**src/rtl/core/wtpc_pkg.sv**
```systemverilog
package wtpc_pkg;

    // Defaults for top-level parameters
    localparam int WAYPOINT_DEPTH_DEF = 256;
    localparam int CORDIC_STEPS_DEF   = 16;

    // Input opcodes
    localparam logic [1:0] OP_LOAD = 2'd0;
    localparam logic [1:0] OP_ODOM = 2'd1;
    localparam logic [1:0] OP_TICK = 2'd2;

    // Configuration register indexes
    localparam logic [2:0] REG_REACH_XY  = 3'd0;
    localparam logic [2:0] REG_REACH_Z   = 3'd1;
    localparam logic [2:0] REG_LIM_XY    = 3'd2;
    localparam logic [2:0] REG_LIM_Z     = 3'd3;
    localparam logic [2:0] REG_LIM_YAW   = 3'd4;
    localparam logic [2:0] REG_GAIN_XY   = 3'd5;
    localparam logic [2:0] REG_GAIN_Z    = 3'd6;
    localparam logic [2:0] REG_GAIN_YAW  = 3'd7;

    // Angles, Q16.16 radians
    localparam int ANG_PI      = 205887;
    localparam int ANG_TWO_PI  = 411774;
    localparam int ANG_HALF_PI = 102944;

    // Result kinds
    typedef enum logic [1:0] {
        KIND_IDLE = 2'd0,
        KIND_VEL  = 2'd1,
        KIND_ADV  = 2'd2,
        KIND_STOP = 2'd3
    } kind_t;

    // Classified item, front to back
    typedef enum logic [1:0] {
        CLS_LOAD,
        CLS_ODOM,
        CLS_TICK
    } item_class_t;

    typedef struct packed {
        item_class_t        cls;
        logic signed [31:0] pos_x;
        logic signed [31:0] pos_y;
        logic signed [31:0] pos_z;
        logic signed [14:0] heading;
        logic               path_start;
    } item_t;

    typedef struct packed {
        logic [30:0] reach_xy;
        logic [30:0] reach_z;
        logic [30:0] lim_xy;
        logic [30:0] lim_z;
        logic [30:0] lim_yaw;
        logic [15:0] gain_xy;
        logic [15:0] gain_z;
        logic [15:0] gain_yaw;
    } cfg_t;

    // Back-end sequencer states
    typedef enum logic [4:0] {
        ST_IDLE, ST_RD, ST_DIF, ST_DXX, ST_DYY, ST_RR, ST_REACH,
        ST_VX, ST_VY, ST_VZ, ST_VXX, ST_VYY, ST_LL, ST_LIMT,
        ST_SQRT, ST_PX, ST_DIVX, ST_PY, ST_DIVY,
        ST_CINIT, ST_CORD, ST_ERR, ST_WRAP, ST_WR, ST_OUT
    } back_state_t;

    // Rounded Q16.16 arctangent of 2^-i
    function automatic logic [15:0] atan_lut(input logic [4:0] i);
        logic [15:0] a;
        case (i)
            5'd0:    a = 16'd51472;
            5'd1:    a = 16'd30386;
            5'd2:    a = 16'd16055;
            5'd3:    a = 16'd8150;
            5'd4:    a = 16'd4091;
            5'd5:    a = 16'd2047;
            5'd6:    a = 16'd1024;
            5'd7:    a = 16'd512;
            5'd8:    a = 16'd256;
            5'd9:    a = 16'd128;
            5'd10:   a = 16'd64;
            5'd11:   a = 16'd32;
            5'd12:   a = 16'd16;
            5'd13:   a = 16'd8;
            5'd14:   a = 16'd4;
            5'd15:   a = 16'd2;
            5'd16:   a = 16'd1;
            default: a = 16'd0;
        endcase
        return a;
    endfunction

endpackage

```
**src/rtl/core/wtpc_front.sv**
```systemverilog
module wtpc_front
    import wtpc_pkg::*;
(
    input  logic               aclk,
    input  logic               aresetn,
    input  logic               s_valid,
    output logic               s_ready,
    input  logic [1:0]         s_opcode,
    input  logic signed [31:0] s_pos_x,
    input  logic signed [31:0] s_pos_y,
    input  logic signed [31:0] s_pos_z,
    input  logic signed [14:0] s_heading,
    input  logic               s_path_start,
    output logic               q_valid,
    output item_t              q_item,
    input  logic               q_pop
);

    item_t       fifo_reg [2];
    logic        wr_ptr_reg, rd_ptr_reg;
    logic [1:0]  cnt_reg;
    logic        push;
    logic        known;
    item_t       item;

    // Classify the incoming beat; unknown opcodes are dropped
    always_comb begin
        item.pos_x      = s_pos_x;
        item.pos_y      = s_pos_y;
        item.pos_z      = s_pos_z;
        item.heading    = s_heading;
        item.path_start = s_path_start;
        known           = 1'b1;
        case (s_opcode)
            OP_LOAD: item.cls = CLS_LOAD;
            OP_ODOM: item.cls = CLS_ODOM;
            OP_TICK: item.cls = CLS_TICK;
            default: begin
                item.cls = CLS_TICK;
                known    = 1'b0;
            end
        endcase
    end

    assign s_ready = (cnt_reg != 2'd2);
    assign push    = s_valid && s_ready && known;
    assign q_valid = (cnt_reg != 2'd0);
    assign q_item  = fifo_reg[rd_ptr_reg];

    // Two-entry queue toward the back end
    always_ff @(posedge aclk) begin
        if (!aresetn) begin
            wr_ptr_reg <= 1'b0;
            rd_ptr_reg <= 1'b0;
            cnt_reg    <= 2'd0;
        end else begin
            if (push) begin
                wr_ptr_reg <= ~wr_ptr_reg;
            end
            if (q_pop) begin
                rd_ptr_reg <= ~rd_ptr_reg;
            end
            if (push && !q_pop) begin
                cnt_reg <= cnt_reg + 2'd1;
            end else if (!push && q_pop) begin
                cnt_reg <= cnt_reg - 2'd1;
            end
        end
    end

    always_ff @(posedge aclk) begin
        if (push) begin
            fifo_reg[wr_ptr_reg] <= item;
        end
    end

    a_pop_nonempty: assert property (@(posedge aclk) disable iff (!aresetn)
        q_pop |-> cnt_reg != 2'd0)
        else $error("pop from empty queue");

endmodule

```
**config.mk**
```make
export PLATFORM = sky130hd
export DESIGN_NAME = wtpc_front
export DESIGN_NICKNAME = d
export VERILOG_FILES = /design/src/rtl/core/wtpc_pkg.sv /design/src/rtl/core/wtpc_front.sv
export SDC_FILE = /design/constraint.sdc
export NUM_CORES = 1
export LEC_CHECK = 0
export BUFFER_PORTS_ARGS = -buffer_cell sky130_fd_sc_hd__buf_2
export CAP_MARGIN = 20
export CORE_ASPECT_RATIO = 0.9
export CORE_MARGIN = 4
export CORE_UTILIZATION = 52
export DETAILED_ROUTE_END_ITERATION = 12
export GPL_TIMING_DRIVEN = 0
export PLACE_DENSITY = 0.77
export SYNTH_ARGS = -nofsm -noshare
export SYNTH_HDL_FRONTEND = slang
export SYNTH_SLANG_ARGS = --single-unit
```
**constraint.sdc**
```tcl
create_clock -name aclk -period 9.1 [get_ports aclk]
set_input_delay 1.82 -clock aclk [delete_from_list [all_inputs] [get_ports aclk]]
set_output_delay 1.82 -clock aclk [all_outputs]
set_load 0.03 [all_outputs]
```
After elaboration in Yosys (flattened, before gate mapping) --
Memories as Yosys holds them, arrays and structs flattened. A register that Yosys moved wholly into a read port is not among the register bits. Cells that the tools add are included.
Operators by class: eq/ne operators 3, $add $sub $neg 2, bitwise logic cells 2, multiplexer cells 8, reductions and logical operators 10
Operators by type and width (number):
- 1-bit two-way mux | 5
- 1-bit logical AND | 4
- 2-bit two-way mux | 2
- 2-bit case mux with 2 select lines | 1
- 2-bit nonzero test | 2
- 3-bit OR reduction | 1
- 2-bit by 1-bit adder with 2-bit output, second input constant | 1
- 2-bit by 1-bit == test with 1-bit output, second input constant | 1
- 2-bit == test, second input constant | 1
- 1-bit zero test | 2
- 2-bit zero test | 1
- 2-bit != test, second input constant | 1
- 1-bit NOT | 2
- 2-bit by 1-bit subtractor with 2-bit output, second input constant | 1
Storage, ports and cells: memories 1, register bits after elaboration 4, logic and storage cells 29, RAM bits 228, bits of input ports 118, output and inout bits 116
Memories:
- fifo_reg | words 2, bits a word 114, rd ports 1, clocked after Yosys merged registers in 1, wr ports 1, RTL line wtpc_front.sv:19 | item_t fifo_reg [2];

Logic depth before layout (Yosys ltp) --
depth in word-level cells 8, mapped depth 6, depth with buffers taken out 6

Worst setup path after synthesis --
Ideal clock, no wire load.
kind input-to-reg, start point in s_opcode[1], end point mem fifo_reg[0][0] in the netlist's numbering (enable), arrival 7109 ps, stages 3, slack 1389 ps, setup time 602 ps, path buffers 0, data required time 8498 ps, path through nand2_1 -> and3_1 -> nor2b_1
On the way: longest elaborated chain between the ends 6, elaborated cells on any way between the ends 8, those cells by class eq/ne: 2; mux: 3; reduce/logical: 3
RTL lines:
- start, declared | RTL line wtpc_front.sv:8 | input logic [1:0] s_opcode,
- 2-bit by 1-bit == test with 1-bit output, or another cell as far along | RTL line wtpc_front.sv:34 | case (s_opcode)
- 3-bit OR reduction (no source line) (*)
- 1-bit two-way mux (*) | RTL line wtpc_front.sv:34
- 1-bit logical AND (*) | RTL line wtpc_front.sv:46 | assign push = s_valid && s_ready && known;
- 1-bit two-way mux (*) | RTL line wtpc_front.sv:72 | if (push) begin
- 1-bit two-way mux (implied by the code) (*) | RTL line wtpc_front.sv:73 | fifo_reg[wr_ptr_reg] <= item;
- end, declared | RTL line wtpc_front.sv:19
Every way passes the cells marked *; elsewhere a longest branch is shown, timed or not.

==> results.md <==
- Post-CTS sizing: 0
- Max-slew headroom: 33.8%
- Clk slew on worst S/H paths: 60 ps
- CTS Buf Count: 23
- Number of global-route vias before repair: 4557
- Slowest stage cell, crit path: dfxtp_1
- Core Area: 16300 um2
- Synth unique cells: 22
- Share of post-route cells with drive strength above 1: 60.8%
- Worst hold margin: 520 ps
- Pre-antenna DRT Iters: 4
- Synth Cell Area: 8720 um2
- H-tree depth: 1
- RSZ-0062 raised after global routing: no
- Largest stage delay, worst path: 320 ps
- Synth Area in Simple Gates: 0.875%
- Routed vias: 4362
- Post-synthesis sequential area ratio: 79.7%
- Die Height: 131 um
- Post-synthesis mux area share: 17.4%
- EDFF count, synth: 228
- Layout Utilization: 67.7%
- Period utilisation layout: 39.9%
- Async S/R FF share, synth: 0%
- Routed Antenna Nets: 0
- Largest net degree at the start of global routing: 67
- Wirelength per Cell: 18.8 um
- Std cell rows: 44
- Starting Density: 53.5%
- Compound-cell area share of the yosys netlist: 0.143%
- PortBufs: 233
- Outcome: finished clean
- R2R Setup Slk: 6610 ps
- Post-Synth Adder-Cell Area: 0.143%
- # fillers: 1082
- Max-cap violations: 0
- Placed Area: 10200 um2
- Worst Path Required: 7280 ps
- Die width: 144 um
- Post-Synthesis Net Count: 501
- Post-synthesis xor/xnor area fraction: 0.301%
- PwrDens: 247 nW/um2
- CTS Sinks: 233
- HPWL after detailed placement: 11400 um
- Largest family of logic cells by synthesized area: multiplexers
- Clock Skew: 5.79 ps
- Remaining DRCs: 0
- Final Slew Violations: 0
- CTS Root Cell: clkbuf_16
- Slew @ Worst Pin: 991 ps
- Seq cells post-synth: 233
- Crit-path cells: buf_6, buf_8, buf_6, mux2_4, buf_2
- Later-pin clock latency in the skew report: 500 ps
- Die footprint: 18900 um2
- Ys Warns: 0
- Layout overhead on the synthesized area: 26.5%
- Max reg flops: 228
- Worst min path class: reg2reg
- Postcts setup bufs: 0
- Lkg Pwr: 4.29 nW
- CP startpoint kind: register
- Diodes inserted: 0
- Hold_buf cts: 0
- Top Ports: 234
- Fin nets: 763
- Peak supply drop: 0.163 mV
- First DRT Iteration DRCs: 171
- Grt ovf: 0
- Post-route cell area: 11000 um2
- Crit path top cell by count: buf_6
- Total track usage: 16.6%
- Post-synth top flop: edfxtp_1
- Cells after Synth: 382
- Routed wire length: 16300 um
- Via density: 5.04
- Critical Path Fanout Max: 10
- Critical path class: reg2out
- Setup violators final: 0
- Tmin final: 3630 ps
- Fin. Hold Viols: 0
- GP Congestion: 0.727
- Syn_area_per_cell: 22.8 um2
- Clk buf depth: 3
- Max Fclk: 0.276 GHz
- TritonCTS clock tree: built
- Antenna violations before repair: 3
- First-pass GRT wire length: 24200 um
- Worst EP arrival: 1810 ps
- Crit path capture type: output port
critical path, delay by kind of cell, from the launching register on:
| kind | cells | cell delay, ps |
|---|---|---|
| buffers and inverters | 4 | 670 |
| flip-flops | 1 | 320 |
| multiplexers | 1 | 320 |
cell type report:
type	count	area, um2	share of cell area (%)
clock inverters	15	199	1.80
flip-flops and latches	233	6950	63.0
plain buffers	14	123	1.11
multi-input cells	134	1660	15.0
well taps	207	259	2.35
clock buffers	25	583	5.29
repair buffers	237	1260	11.4
inverters	1	3.75	0.0340
cells in the mapped netlist, types with 2 or more instances:
library cell	count	area (um2)
buf_2	5	25.0
nor2b_1	2	12.5
buf_6	7	78.8
and2_1	4	25.0
mux2_2	54	608
dfxtp_1	5	100
nand2_1	2	7.51
edfxtp_1	228	6850
mux2_4	60	901
xor2_1	2	17.5
nand2b_1	2	12.5
power by group:
| group | switching [mW] | internal, mW | total (mW) | leakage [nW] |
|---|---|---|---|---|
| Clock | 0.369 | 0.602 | 0.972 | 0.387 |
| Sequential | 0.0216 | 1.28 | 1.30 | 2.15 |
| Combinational | 0.281 | 0.173 | 0.455 | 1.76 |
| Total | 0.673 | 2.05 | 2.73 | 4.29 |
per-stage QoR:
step / instances / setup TNS [ps] / total power, mW / worst slack (ps)
3_3_place_gp: 822 / -125120 / 1.78 / -1110
4_1_cts: 866 / 0 / 2.76 / 5410
5_1_grt: 866 / 0 / 2.83 / 5370
3_5_place_dp: 826 / 0 / 1.78 / 5150
6_report: 866 / 0 / 2.73 / 5470
2_1_floorplan: 382 / 0 / 1.65 / 1390
layer usage:
metal  share of wire [%]  up-vias  GRT usage (%)
met5                0.29        -              0
met4                 1.9        6           4.22
met3                  10       27           6.30
met2                  50      193           28.7
met1                  38     2103           19.6
li1                    -     2033              -
logic make-up after synthesis:
kind of cell             after synthesis
AO/OA/AOI/OAI                          2
XOR/XNOR                               3
adder cells (fa/ha/maj)                1
buffers and inverters                 15
flip-flops                           233
multiplexers                         115
AND/OR/NAND/NOR                       13
path summary, 6_finish.rpt:
check             startpoint               to  cells after the start
hold / removal    cnt_reg[1]       cnt_reg[1]                      2
setup / recovery    register      q_item[105]                      5
hold reg to reg   cnt_reg[1]       cnt_reg[1]                      2
setup reg to reg  cnt_reg[0]  fifo_reg[0][38]                      5
cell usage in the layout, fill, tap and decap left out:
cell type / count
mux2_4: 60
buf_2: 238
xor2_1: 2
and2_4: 1
nand2b_1: 2
buf_6: 7
and3_1: 1
dfxtp_1: 5
clkbuf_16: 23
or2_2: 1
mux2_2: 54
clkinv_1: 4
buf_12: 2
and2_1: 3
a21boi_1: 1
buf_16: 2
buf_8: 1
edfxtp_1: 228
mux2i_1: 1
or3_1: 1
nand2_1: 2
inv_1: 1
o21ai_0: 1
xnor2_1: 1
ha_1: 1
nor2b_1: 1
inv_6: 1
clkinv_2: 5
clkbuf_1: 3
nor2b_4: 1
bufinv_16: 5
(Power assumes the default switching activity.)
